`config.mk`:
```
export PLATFORM = sky130hd
export DESIGN_NAME = cwsc_ctrl
export DESIGN_NICKNAME = d
export VERILOG_FILES = /design/src/rtl/cwsc_pkg.sv /design/src/rtl/cwsc_ctrl.sv
export SDC_FILE = /design/constraint.sdc
export NUM_CORES = 1
export LEC_CHECK = 0
export BUFFER_PORTS_ARGS = -buffer_cell sky130_fd_sc_hd__buf_4
export CAP_MARGIN = 20
export CORE_AREA = 2 2 43 45
export CTS_BUF_LIST = sky130_fd_sc_hd__clkbuf_8
export DETAILED_ROUTE_END_ITERATION = 6
export DIE_AREA = 0 0 45 47
export PLACE_DENSITY = 0.78
export SYNTH_ARGS = -nofsm -noshare
export SYNTH_HDL_FRONTEND = slang
export SYNTH_SLANG_ARGS = --single-unit
```
`constraint.sdc`:
```
create_clock -name clk_i -period 4.1 [get_ports clk_i]
set_input_delay 0.41 -clock clk_i [delete_from_list [all_inputs] [get_ports clk_i]]
set_output_delay 0.41 -clock clk_i [all_outputs]
set_load 0.01 [all_outputs]
```
`src/rtl/cwsc_pkg.sv`:
```
`timescale 1ns / 1ps
package cwsc_pkg;

  localparam int unsigned MAX_PACKETS = 1024;
  localparam int unsigned MAX_WINDOW  = 32;

  localparam int unsigned IDX_W  = 11;
  localparam int unsigned ADDR_W = $clog2(MAX_PACKETS);
  localparam int unsigned WIN_W  = 6;
  localparam int unsigned TICK_W = 16;
  localparam int unsigned FRAC_W = 8;
  localparam int unsigned RTT_W  = TICK_W + FRAC_W;
  localparam int unsigned RES_W  = 17;
  localparam int unsigned SIDX_W = 10;

  typedef logic [1:0] status_t;
  localparam status_t ST_UNSENT = 2'd0;
  localparam status_t ST_SENT   = 2'd1;
  localparam status_t ST_ACKED  = 2'd2;

  localparam logic [1:0] CMD_START   = 2'd0;
  localparam logic [1:0] CMD_ACK     = 2'd1;
  localparam logic [1:0] CMD_TIMEOUT = 2'd2;
  localparam logic [1:0] CMD_UNUSED  = 2'd3;

  localparam logic REG_THRESHOLD = 1'b0;
  localparam logic REG_RTT       = 1'b1;

  typedef struct packed {
    logic accept;
    logic clr_step;
    logic ack_chk;
    logic ack_dev;
    logic snd_init;
    logic snd_chk;
    logic tmo_chk;
    logic fin;
  } ctl_t;

  typedef struct packed {
    logic clr_last;
    logic ack_more;
    logic ack_hit;
    logic snd_more;
    logic snd_hit;
    logic pend_valid;
    logic out_free;
  } sts_t;

  // floor(1.0 / window) in Q1.16; window 0 acts as 1
  function automatic logic [RES_W-1:0] recip(input logic [WIN_W-1:0] w);
    logic [RES_W-1:0] r;
    case (w)
      6'd0, 6'd1: r = 17'd65536;
      6'd2:  r = 17'd32768;
      6'd3:  r = 17'd21845;
      6'd4:  r = 17'd16384;
      6'd5:  r = 17'd13107;
      6'd6:  r = 17'd10922;
      6'd7:  r = 17'd9362;
      6'd8:  r = 17'd8192;
      6'd9:  r = 17'd7281;
      6'd10: r = 17'd6553;
      6'd11: r = 17'd5957;
      6'd12: r = 17'd5461;
      6'd13: r = 17'd5041;
      6'd14: r = 17'd4681;
      6'd15: r = 17'd4369;
      6'd16: r = 17'd4096;
      6'd17: r = 17'd3855;
      6'd18: r = 17'd3640;
      6'd19: r = 17'd3449;
      6'd20: r = 17'd3276;
      6'd21: r = 17'd3120;
      6'd22: r = 17'd2978;
      6'd23: r = 17'd2849;
      6'd24: r = 17'd2730;
      6'd25: r = 17'd2621;
      6'd26: r = 17'd2520;
      6'd27: r = 17'd2427;
      6'd28: r = 17'd2340;
      6'd29: r = 17'd2259;
      6'd30: r = 17'd2184;
      6'd31: r = 17'd2114;
      default: r = 17'd2048;
    endcase
    return r;
  endfunction

endpackage

```
`src/rtl/cwsc_ctrl.sv`:
```
`timescale 1ns / 1ps
module cwsc_ctrl (
  input  logic           clk_i,
  input  logic           rst_ni,
  input  logic           req_valid_i,
  input  logic [1:0]     req_command_i,
  output logic           req_ready_o,
  input  cwsc_pkg::sts_t sts_i,
  output cwsc_pkg::ctl_t ctl_o
);
  import cwsc_pkg::*;

  typedef enum logic [10:0] {
    S_CLR      = 11'b00000000001,
    S_IDLE     = 11'b00000000010,
    S_ACK_LOOP = 11'b00000000100,
    S_ACK_CHK  = 11'b00000001000,
    S_ACK_DEV  = 11'b00000010000,
    S_SND_INIT = 11'b00000100000,
    S_SND_LOOP = 11'b00001000000,
    S_SND_CHK  = 11'b00010000000,
    S_TMO_WAIT = 11'b00100000000,
    S_TMO_CHK  = 11'b01000000000,
    S_FIN      = 11'b10000000000
  } state_e;

  state_e state_q, state_d;
  logic   emit_q, emit_d;

  assign req_ready_o = (state_q == S_IDLE);

  always_comb begin
    state_d = state_q;
    emit_d  = emit_q;
    ctl_o   = '0;
    case (state_q)
      S_CLR: begin
        ctl_o.clr_step = 1'b1;
        if (sts_i.clr_last) begin
          state_d = emit_q ? S_FIN : S_IDLE;
          emit_d  = 1'b0;
        end
      end
      S_IDLE: begin
        if (req_valid_i) begin
          ctl_o.accept = 1'b1;
          case (req_command_i)
            CMD_START: begin
              state_d = S_CLR;
              emit_d  = 1'b1;
            end
            CMD_ACK:     state_d = S_ACK_LOOP;
            CMD_TIMEOUT: state_d = S_TMO_WAIT;
            default:     state_d = S_FIN;
          endcase
        end
      end
      S_ACK_LOOP: state_d = sts_i.ack_more ? S_ACK_CHK : S_SND_INIT;
      S_ACK_CHK: begin
        ctl_o.ack_chk = 1'b1;
        state_d = sts_i.ack_hit ? S_ACK_DEV : S_ACK_LOOP;
      end
      S_ACK_DEV: begin
        ctl_o.ack_dev = 1'b1;
        state_d = S_ACK_LOOP;
      end
      S_SND_INIT: begin
        ctl_o.snd_init = 1'b1;
        state_d = S_SND_LOOP;
      end
      S_SND_LOOP: state_d = sts_i.snd_more ? S_SND_CHK : S_FIN;
      S_SND_CHK: begin
        if (!(sts_i.snd_hit && sts_i.pend_valid && !sts_i.out_free)) begin
          ctl_o.snd_chk = 1'b1;
          state_d = S_SND_LOOP;
        end
      end
      S_TMO_WAIT: state_d = S_TMO_CHK;
      S_TMO_CHK: begin
        ctl_o.tmo_chk = 1'b1;
        state_d = S_FIN;
      end
      S_FIN: begin
        if (sts_i.out_free) begin
          ctl_o.fin = 1'b1;
          state_d = S_IDLE;
        end
      end
      default: state_d = S_IDLE;
    endcase
  end

  always_ff @(posedge clk_i or negedge rst_ni) begin
    if (!rst_ni) begin
      state_q <= S_CLR;
      emit_q  <= 1'b0;
    end else begin
      state_q <= state_d;
      emit_q  <= emit_d;
    end
  end

  a_wait_pending: assert property (@(posedge clk_i) disable iff (!rst_ni)
    (state_q == S_SND_CHK && sts_i.snd_hit && sts_i.pend_valid && !sts_i.out_free)
    |=> state_q == S_SND_CHK)
    else $error("send check left while output blocked");
  a_fin_empty: assert property (@(posedge clk_i) disable iff (!rst_ni)
    (state_q == S_IDLE) |-> !sts_i.pend_valid)
    else $error("pending result left at idle");
  a_clr_exit: assert property (@(posedge clk_i) disable iff (!rst_ni)
    (state_q == S_CLR && !sts_i.clr_last) |=> state_q == S_CLR)
    else $error("clear pass cut short");
endmodule

```
==> flow_summary_export.csv, run 1 <==
group,metric,value,unit
run_status,outcome,"completed",
clock_network,cts-root-buf,"clkbuf_8",
route,highest_layer,"met4",
synthesis,seq_area_frac_synth,33.5,%
setup_path,worstSetupPathType,"flip-flop to primary output",
setup_path,crit_required,3.69,ns
route,drtIter0Drc,19,
placement,gp_congestion,0.836,
die,die-width,45,um
synthesis,yosysWarnings,0,
sta,rsz0062_at_grt,"false",
clock_network,cts_tree,"built",
synthesis,syn_area_per_cell,10.0,um2
route,met3RoutedLength,78,um
setup_path,critPathMaxFanout,9,
pwr,power.internal,398,uW
global_routing,antenna_found_initial,0,
die,fp-row-count,15,
setup_path,r2r_end,"state_q[1]$_DFFE_PN0P_",
global_routing,grt.total_usage,21.3,%
global_routing,globalRouteOverflowTotal,0,
route,wl_per_cell,15.1,um
sta,finalMaxSlewViolations,0,
setup_path,crit_end,"ctl_o[7]",
sta,hold_violations,0,
setup_path,worstSetupStartpoint,"state_q[7]$_DFFE_PN0P_",
cells_and_area,drive_gt1_share,35.7,%
cells_and_area,area_delta_synth_final,23.6,%
setup_path,critPathArrivalTime,1.85,ns
synthesis,synth_top_cell_by_area,"dfrtp_1",
placement,numPortBuffers,20,
route,drc,0,
sta,finalCriticalPeriod,2.26,ns
clock_network,cts_hold_buf,1,
clock_network,post_cts_buffers,0,
synthesis,synth_cell_type_count,46,
pwr,pwr_density_cell,619,mW/mm2
synthesis,synthMuxAreaShare,0,%
global_routing,grt_pass1_wl,3180,um
clock_network,htree_levels,1,
synthesis,netlist_area,901,um2
synthesis,syn_nets,102,
global_routing,grt_max_degree,13,
cells_and_area,multi_input_area,553,um2
synthesis,synth_top_family_by_area,"simple AND/OR/NAND/NOR gates",
clock_network,clk_path_buf_depth,2,
route,wl_met2,1010,um
synthesis,synthTopCellsByArea,"dfrtp_1 31%, nor4b_1 4.9%, nor4_4 4.7%",
pwr,p_comb_share,53.3,%
die,die_area,0.00212,mm2
pwr,p_leak,0.000496,uW
setup_path,worst_setup_path_end_kind,"primary output",
clock_network,cts.sinks,12,
route,drtPass1Iterations,4,
route,wl_met1,850,um
pwr,ir_drop,458,uV
clock_network,clk_latency,0.24,ns
placement,dp_hpwl,1530,um
run,drv_cap,0,
synthesis,yosys.area_share.simple,41.8,%
synthesis,yosysTopAreaCellShare,30.6,%
hold_path,hold_class,"input pin to flip-flop",
hold_path,min_from,"sts_i[5]",
clock_network,cts_resized,0,
cells_and_area,fill_cells,135,
setup_path,rr_startpoint,"state_q[7]$_DFFE_PN0P_",
synthesis,synth_compound_area_share,17.6,%
synthesis,syn-instance-count,90,
synthesis,yosys.area_share.adder,0,%
sta,setup_violations,0,
cells_and_area,insertedDiodeCount,0,
die,ioPinCount,21,
global_routing,grt_pass1_vias,741,
sta,slew_headroom,67.9,%
route,antenna_left,0,
die,core_area,0.00165,mm2
pwr,power_frac_clock,19.0,%
route,vias,791,
sta,worst_pin_slew,0.475,ns
sta,setup_tns,0,ns
clock_network,numCtsBuffers,3,
setup_path,critPathLaunchType,"flip-flop",
cells_and_area,fin_nets,125,
setup_path,regToRegSetupSlack,2.29,ns
route,finalWirelength,1950,um
synthesis,synth-seq-cells,12,
cells_and_area,seq_area,302,um2
route,vias_per_cell,6.13,
pwr,p_seq_share,27.7,%
sta,fin_worst_skew,0.00574,ns
placement,post_dp_cell_area,0.00105,mm2
synthesis,synth_xor_area_share,1.94,%
pwr,swShare,42.2,%
sta,fmax,443,MHz
cells_and_area,stdcell_area,0.00111,mm2
sta,fin_crit_sh,55.1,%
die,die_h,47,um
clock_network,clkTransAtPathRegs,0.06,ns
die,start_util,54.5,%
pwr,netSwitchingPower,291,uW
pwr,total_power,689,uW
setup_path,rr_worst_depth,6,
-- worst min path at each step --
| stage | depth (start not counted) | endpoint |
|---|---|---|
| 2_1_floorplan | 0 | emit_q$_DFFE_PN0P_ |
| 3_3_place_gp | 1 | state_q[4]$_DFFE_PN0P_ |
| 3_5_place_dp | 1 | state_q[9]$_DFFE_PN0P_ |
| 4_1_cts | 2 | state_q[5]$_DFFE_PN0P_ |
| 5_1_grt | 2 | state_q[5]$_DFFE_PN0P_ |
| 6_report | 2 | state_q[5]$_DFFE_PN0P_ |
-- power by group through the flow --
stage / logic (uW) / clock network, uW / registers (uW)
detailed placement: 368 / 0 / 192
global route: 404 / 139 / 196
floorplan: 293 / 0 / 178
finish: 367 / 131 / 191
global placement: 362 / 0 / 192
CTS: 371 / 134 / 190
-- worst max-delay path: stages, from the launching register on --
cell and delay, ns:
dfrtp_1 0.49, nor4_4 0.38, and3b_4 0.27, nand4b_4 0.13
inv_2 0.10, and2_2 0.13, buf_4 0.11
-- metal layers --
layer | GRT usage (%) | up-vias
met2 | 36.0 | 15
li1 | - | 389
met4 | 8.24 | 0
met5 | 0 | -
met1 | 25.9 | 385
met3 | 5.77 | 2
-- cell usage in the layout, fill, tap and decap left out, types with 2 or more instances in the layout --
cell,netlist,layout
buf_4,1,20
dfrtp_1,11,11
nor2_1,9,9
nand2_1,6,6
inv_1,5,5
nor4b_1,5,5
nand3b_1,4,4
clkbuf_8,0,4
nor3b_1,3,3
a21oi_1,3,3
nand3_1,2,2
nor3_1,2,2
nor4_4,2,2
nand4_1,2,2
nor4_1,2,2
o21a_1,2,2
-- final cells by class --
cell class                 count  area share [%]
inverter                       6            2.02
timing repair buffer          21            14.4
clock buffer                   4            4.94
sequential                    12            27.1
tap                           17            1.91
multi-input combinational     69            49.7
-- sequential cells by signal, indices dropped and copies added, names as in the netlist --
signal,count
emit_q,1
state_q,11
-- logic make-up after synthesis --
kind of cell,after synthesis
buf+inv,9
compound gates,17
flops,12
xor+xnor,2
simple gates,50
-- stage by stage --
| step | utilization [%] | cells | setup slack [ns] | hold slack (ns) |
|---|---|---|---|---|
| 5_1_grt | 67.4 | 129 | 1.75 | 0.337 |
| 4_1_cts | 67.4 | 129 | 1.85 | 0.330 |
| 2_1_floorplan | - | 90 | 2.24 | 0.114 |
| 6_report | 67.4 | 129 | 1.84 | 0.338 |
| 3_3_place_gp | 63.5 | 124 | 2.13 | 0.258 |
| 3_5_place_dp | 63.5 | 124 | 2.13 | 0.260 |
-- synthesized netlist by cell type, drive strengths merged --
library cell  instances
o32ai                 1
a31o                  1
o22a                  1
nor4b                 5
or4                   1
nand3                 3
inv                   6
o211ai                1
nand2                 6
a221oi                1
xor2                  1
nor4bb                1
buf                   3
nor3b                 3
nand3b                4
nand2b                2
nor3                  4
a2111oi               2
nand4b                1
a21oi                 3
nor2                 10
and3                  1
dfrtp                11
and3b                 1
nand4                 2
nor4                  4
dfstp                 1
a211oi                1
and2                  2
a21o                  1
o22ai                 2
a2bb2oi               1
xnor2                 1
o21a                  2
(Power assumes the default switching activity.)
==> run 2: changes to the inputs <==
Settings changed: CORE_AREA 2 2 43 45 to 2 2 44 46, DIE_AREA 0 0 45 47 to 0 0 46 48, PLACE_DENSITY 0.78 to 0.75.
Clock period 4.1 ns to 2.2 ns, I/O delays scaled along.
==> flow_summary_export.csv, run 2 (synthesis gave the netlist of run 1 again) <==
group,metric,value,unit
run_status,outcome,"completed",
cells_and_area,finalNonFillerCells,129,
clock_network,clk_latency,0.24,ns
pwr,p_leak,0.000496,uW
sta,setup_tns,0,ns
placement,numPortBuffers,20,
clock_network,htree_levels,1,
setup_path,worstSetupPathType,"flip-flop to primary output",
cells_and_area,largest_register,"state_q",
sta,rsz0062_at_grt,"false",
die,fp-row-count,15,
placement,place_ws,0.381,ns
cells_and_area,fill_cells,139,
clock_network,cts.sinks,12,
route,drc,0,
pwr,ir_drop,749,uV
route,wl_met1,883,um
global_routing,grt_pass1_wl,3160,um
sta,setup_violations,0,
route,drtPass1Iterations,4,
cells_and_area,fin_nets,125,
cells_and_area,reg.largest.list,"state_q x11, emit_q x1",
sta,worst_pin_slew,0.463,ns
global_routing,grt_max_degree,13,
setup_path,critPathMaxFanout,8,
clock_network,cts_tree,"built",
setup_path,worst_setup_path_end_kind,"primary output",
sta,hold_violations,0,
die,core_area,0.00169,mm2
route,antenna_left,0,
cells_and_area,stdcell_area,0.00111,mm2
clock_network,post_cts_buffers,0,
hold_path,hold_class,"input pin to flip-flop",
cells_and_area,fin_util,65.9,%
sta,fin_crit_sh,94.4,%
placement,dp_cells,124,
die,die_area,0.00221,mm2
sta,finalMaxSlewViolations,0,
global_routing,antenna_found_initial,0,
route,drtIter0Drc,18,
route,highest_layer,"met3",
route,wl_per_cell,15.6,um
sta,slew_headroom,68.7,%
setup_path,critPathArrivalTime,1.86,ns
cells_and_area,area_delta_synth_final,23.6,%
setup_path,critPathLaunchType,"flip-flop",
clock_network,clkTransAtPathRegs,0.05,ns
cells_and_area,largest_reg_flops,11,
cells_and_area,final_cell_mix,"20 x buf_4, 11 x dfrtp_1, 9 x nor2_1",
cells_and_area,final_common_cell,"buf_4",
route,vias,782,
clock_network,numCtsBuffers,3,
clock_network,cts-root-buf,"clkbuf_8",
die,die-width,46,um
route,vias_per_cell,6.06,
sta,setup_slack,0.124,ns
setup_path,crit_required,1.98,ns
clock_network,cts_resized,0,
die,ioPinCount,21,
die,start_util,53.3,%
route,finalWirelength,2010,um
run,drv_cap,0,
cells_and_area,drive_gt1_share,35.7,%
pwr,pwr_density_cell,1160,mW/mm2
sta,finalCriticalPeriod,2.08,ns
placement,post_dp_cell_area,0.00105,mm2
placement,dp_hpwl,1500,um
die,die_h,48,um
sta,fmax,482,MHz
cells_and_area,insertedDiodeCount,0,
sta,fin_worst_skew,0.00173,ns
global_routing,grt.total_usage,20.6,%
global_routing,grt_pass1_vias,720,
clock_network,clk_path_buf_depth,2,
route,met3RoutedLength,74,um
global_routing,globalRouteOverflowTotal,0,
route,wl_met2,1050,um
placement,gp_congestion,0.846,
[run 2: cell counts in the layout (fill, tap and decap cells not counted)]
Identical to the previous run, type by type.
[run 2: power breakdown]
group | internal, uW | switching [uW]
Sequential | 269 | 87.2
Clock | 158 | 82.7
Combinational | 314 | 378
Total | 742 | 548
[run 2: area by class of cell]
cell class,instances,area [um2],share of cell area [%]
timing repair buffer,21,160,14.4
tap,17,21.3,1.91
inverter,6,22.5,2.02
clock buffer,4,55.1,4.94
multi-input combinational,69,553,49.7
sequential,12,302,27.1
[run 2: metrics by stage]
stage	power, uW	hold WS (ns)
after floorplan	878	-0.0756
after global placement	1030	0.0693
after detailed placement	1040	0.0711
after CTS	1300	0.138
after global routing	1370	0.136
final	1290	0.140
[run 2: worst max-delay path, stage by stage, from the launching register on]
cell     delay [ns]
dfrtp_1        0.48
nor3_2         0.31
nand4_1        0.29
nor4b_1        0.35
buf_4          0.17
[run 2: final timing paths]
kind                                           endpoint                    from  slack (ns)  cells past startpoint
worst max register to register  state_q[10]$_DFFE_PN0P_  state_q[1]$_DFFE_PN0P_        0.34                      5
max in group asynchronous        state_q[0]$_DFFE_PN1P_                  rst_ni        1.61                      2
worst min register to register   state_q[5]$_DFFE_PN0P_  state_q[3]$_DFFE_PN0P_        0.57                      1
min in group asynchronous        state_q[4]$_DFFE_PN0P_                  rst_ni        0.36                      2
worst max-delay path                           ctl_o[2]  state_q[1]$_DFFE_PN0P_        0.12                      4
worst min-delay path             state_q[5]$_DFFE_PN0P_                sts_i[5]        0.14                      2
[run 2: timing repair]
item / in CTS / in global routing
endpoints found under the setup margin: 0 / 1
hold buffers: 1 / 0
endpoints found under the hold margin: 11 / 0
[run 2: layer usage]
metal  global-route usage [%]  vias to the layer above
met1                     25.9                      371
met5                        0                        -
li1                         -                      391
met4                     8.00                        0
met3                     3.40                        0
met2                     35.3                       20
==> run 3: changes to the inputs <==
--- a/config.mk
+++ b/config.mk
@@ -9,7 +9,9 @@
 export CAP_MARGIN = 20
-export CORE_AREA = 2 2 44 46
+export CELL_PAD_IN_SITES_DETAIL_PLACEMENT = 1
+export CELL_PAD_IN_SITES_GLOBAL_PLACEMENT = 2
+export CORE_AREA = 2 2 47 66
 export CTS_BUF_LIST = sky130_fd_sc_hd__clkbuf_8
 export DETAILED_ROUTE_END_ITERATION = 6
-export DIE_AREA = 0 0 46 48
-export PLACE_DENSITY = 0.75
+export DIE_AREA = 0 0 49 68
+export PLACE_DENSITY = 0.76
 export SYNTH_ARGS = -nofsm -noshare
==> constraint.sdc (replaced) <==
create_clock -name clk_i -period 2.2 [get_ports clk_i]
set_input_delay 0.33 -clock clk_i [delete_from_list [all_inputs] [get_ports clk_i]]
set_output_delay 0.33 -clock clk_i [all_outputs]
set_load 0.01 [all_outputs]
==> flow_summary_export.csv, run 3 (synthesis gave the netlist of run 1 again) <==
group,metric,value,unit
route,drc,0,
clock_network,cts.sinks,12,
setup_path,critPathArrivalTime,1.77,ns
route,wl_per_cell,15.9,um
sta,finalCriticalPeriod,2.10,ns
placement,numPortBuffers,20,
setup_path,crit_required,1.87,ns
hold_path,hold_class,"input pin to flip-flop",
setup_path,rr_startpoint,"state_q[6]$_DFFE_PN0P_",
cells_and_area,reg.largest.list,"state_q x11, emit_q x1",
die,core_area,0.00279,mm2
sta,hold_violations,0,
sta,rsz0062_at_grt,"false",
sta,fin_crit_sh,95.4,%
cells_and_area,fill_cells,333,
placement,dp_hpwl,1930,um
pwr,ir_drop,584,uV
cells_and_area,largest_register,"state_q",
setup_path,rr_worst_depth,7,
placement,place_ws,0.242,ns
sta,worst_pin_slew,0.434,ns
cells_and_area,fin_nets,130,
sta,setup_slack,0.101,ns
pwr,pwr_density_cell,1140,mW/mm2
route,antenna_left,0,
cells_and_area,insertedDiodeCount,0,
die,die_area,0.00333,mm2
setup_path,r2r_end,"state_q[1]$_DFFE_PN0P_",
route,drtIter0Drc,5,
sta,whs,0.262,ns
clock_network,clk_path_buf_depth,2,
hold_path,min_path_cells,2,
cells_and_area,fin_util,43.2,%
clock_network,clkTransAtPathRegs,0.06,ns
setup_path,regToRegSetupSlack,0.36,ns
clock_network,cts-root-buf,"clkbuf_8",
route,finalWirelength,2460,um
setup_path,worst_setup_path_end_kind,"primary output",
global_routing,antenna_found_initial,0,
sta,fin_worst_skew,0.00280,ns
sta,setup_violations,0,
cells_and_area,final_common_cell,"buf_4",
setup_path,critPathLaunchType,"flip-flop",
clock_network,cts_tree,"built",
clock_network,htree_levels,1,
clock_network,clk_latency,0.24,ns
pwr,p_leak,0.000521,uW
cells_and_area,final_cell_mix,"25 x buf_4, 9 x nor2_1, 8 x dfrtp_1",
global_routing,grt_pass1_vias,849,
die,start_util,32.3,%
clock_network,numCtsBuffers,3,
die,fp-row-count,23,
setup_path,critPathMaxFanout,7,
cells_and_area,area_delta_synth_final,33.9,%
route,vias_per_cell,5.31,
die,ioPinCount,21,
hold_path,min_from,"sts_i[5]",
die,die_h,68,um
cells_and_area,drive_gt1_share,42.7,%
die,die-width,49,um
sta,slew_headroom,70.3,%
cells_and_area,largest_reg_flops,11,
route,vias,817,
setup_path,worstSetupPathType,"flip-flop to primary output",
sta,setup_tns,0,ns
hold_path,hold_end,"state_q[5]$_DFFE_PN0P_",
global_routing,grt_pass1_wl,4060,um
run,drv_cap,0,
sta,fmax,476,MHz
global_routing,globalRouteOverflowTotal,0,
sta,finalMaxSlewViolations,0,
global_routing,grt_max_degree,13,
run_status,outcome,"completed",
placement,gp_congestion,0.764,
global_routing,grt.total_usage,15.9,%
route,drtPass1Iterations,4,
-- run 3: power by group --
part,switching (uW),total (uW),internal (uW),leakage (uW)
clock,82.0,240,158,0.0000288
sequential,100,370,270,0.000151
combinational,415,770,355,0.000341
total,597,1380,783,0.000521
-- run 3: critical path, cell delays in order (launching register included) --
cell,delay [ns]
dfrtp_2,0.46
nor4_4,0.32
and3b_4,0.27
nand4b_4,0.13
inv_2,0.10
and2_2,0.14
buf_4,0.11
-- run 3: area by class of cell --
class / instances / area [um2] / area share [%]
sequential: 12 / 305 / 25.3
timing repair buffer: 26 / 198 / 16.4
multi-input combinational: 69 / 579 / 48.0
clock buffer: 4 / 55.1 / 4.56
tap: 37 / 46.3 / 3.84
inverter: 6 / 22.5 / 1.87
-- run 3: timing repair --
item / 4_1_cts / 5_1_grt
pin swaps: 0 / 2
hold buffers: 1 / 0
gates resized for setup: 1 / 6
endpoints found under the hold margin: 11 / 0
setup buffers: 0 / 4
endpoints found under the setup margin: 1 / 5
-- run 3: metrics by stage --
| stage | instance area, um2 | std cells | power [uW] |
|---|---|---|---|
| floorplan | 901 | 90 | 878 |
| global placement | 1080 | 145 | 1070 |
| detailed placement | 1080 | 145 | 1080 |
| CTS | 1150 | 150 | 1340 |
| global route | 1210 | 154 | 1490 |
| finish | 1210 | 154 | 1380 |
-- run 3: worst max-delay path by stage --
stage,slack (ns),depth (start not counted),end,from
after floorplan,0.42,3,ctl_o[2],state_q[1]$_DFFE_PN0P_
after global placement,0.26,4,ctl_o[4],state_q[1]$_DFFE_PN0P_
after detailed placement,0.24,4,ctl_o[4],state_q[1]$_DFFE_PN0P_
after CTS,0.02,4,ctl_o[2],state_q[1]$_DFFE_PN0P_
after global routing,0.01,6,ctl_o[7],state_q[9]$_DFFE_PN0P_
final,0.10,6,ctl_o[7],state_q[9]$_DFFE_PN0P_
-- run 3: layer usage --
metal	vias to the layer above	routed length [um]	track usage (%)
li1	394	-	-
met1	406	1010	17.4
met5	-	0	0
met2	13	1360	31.0
met3	4	44	1.97
met4	0	41	6.79
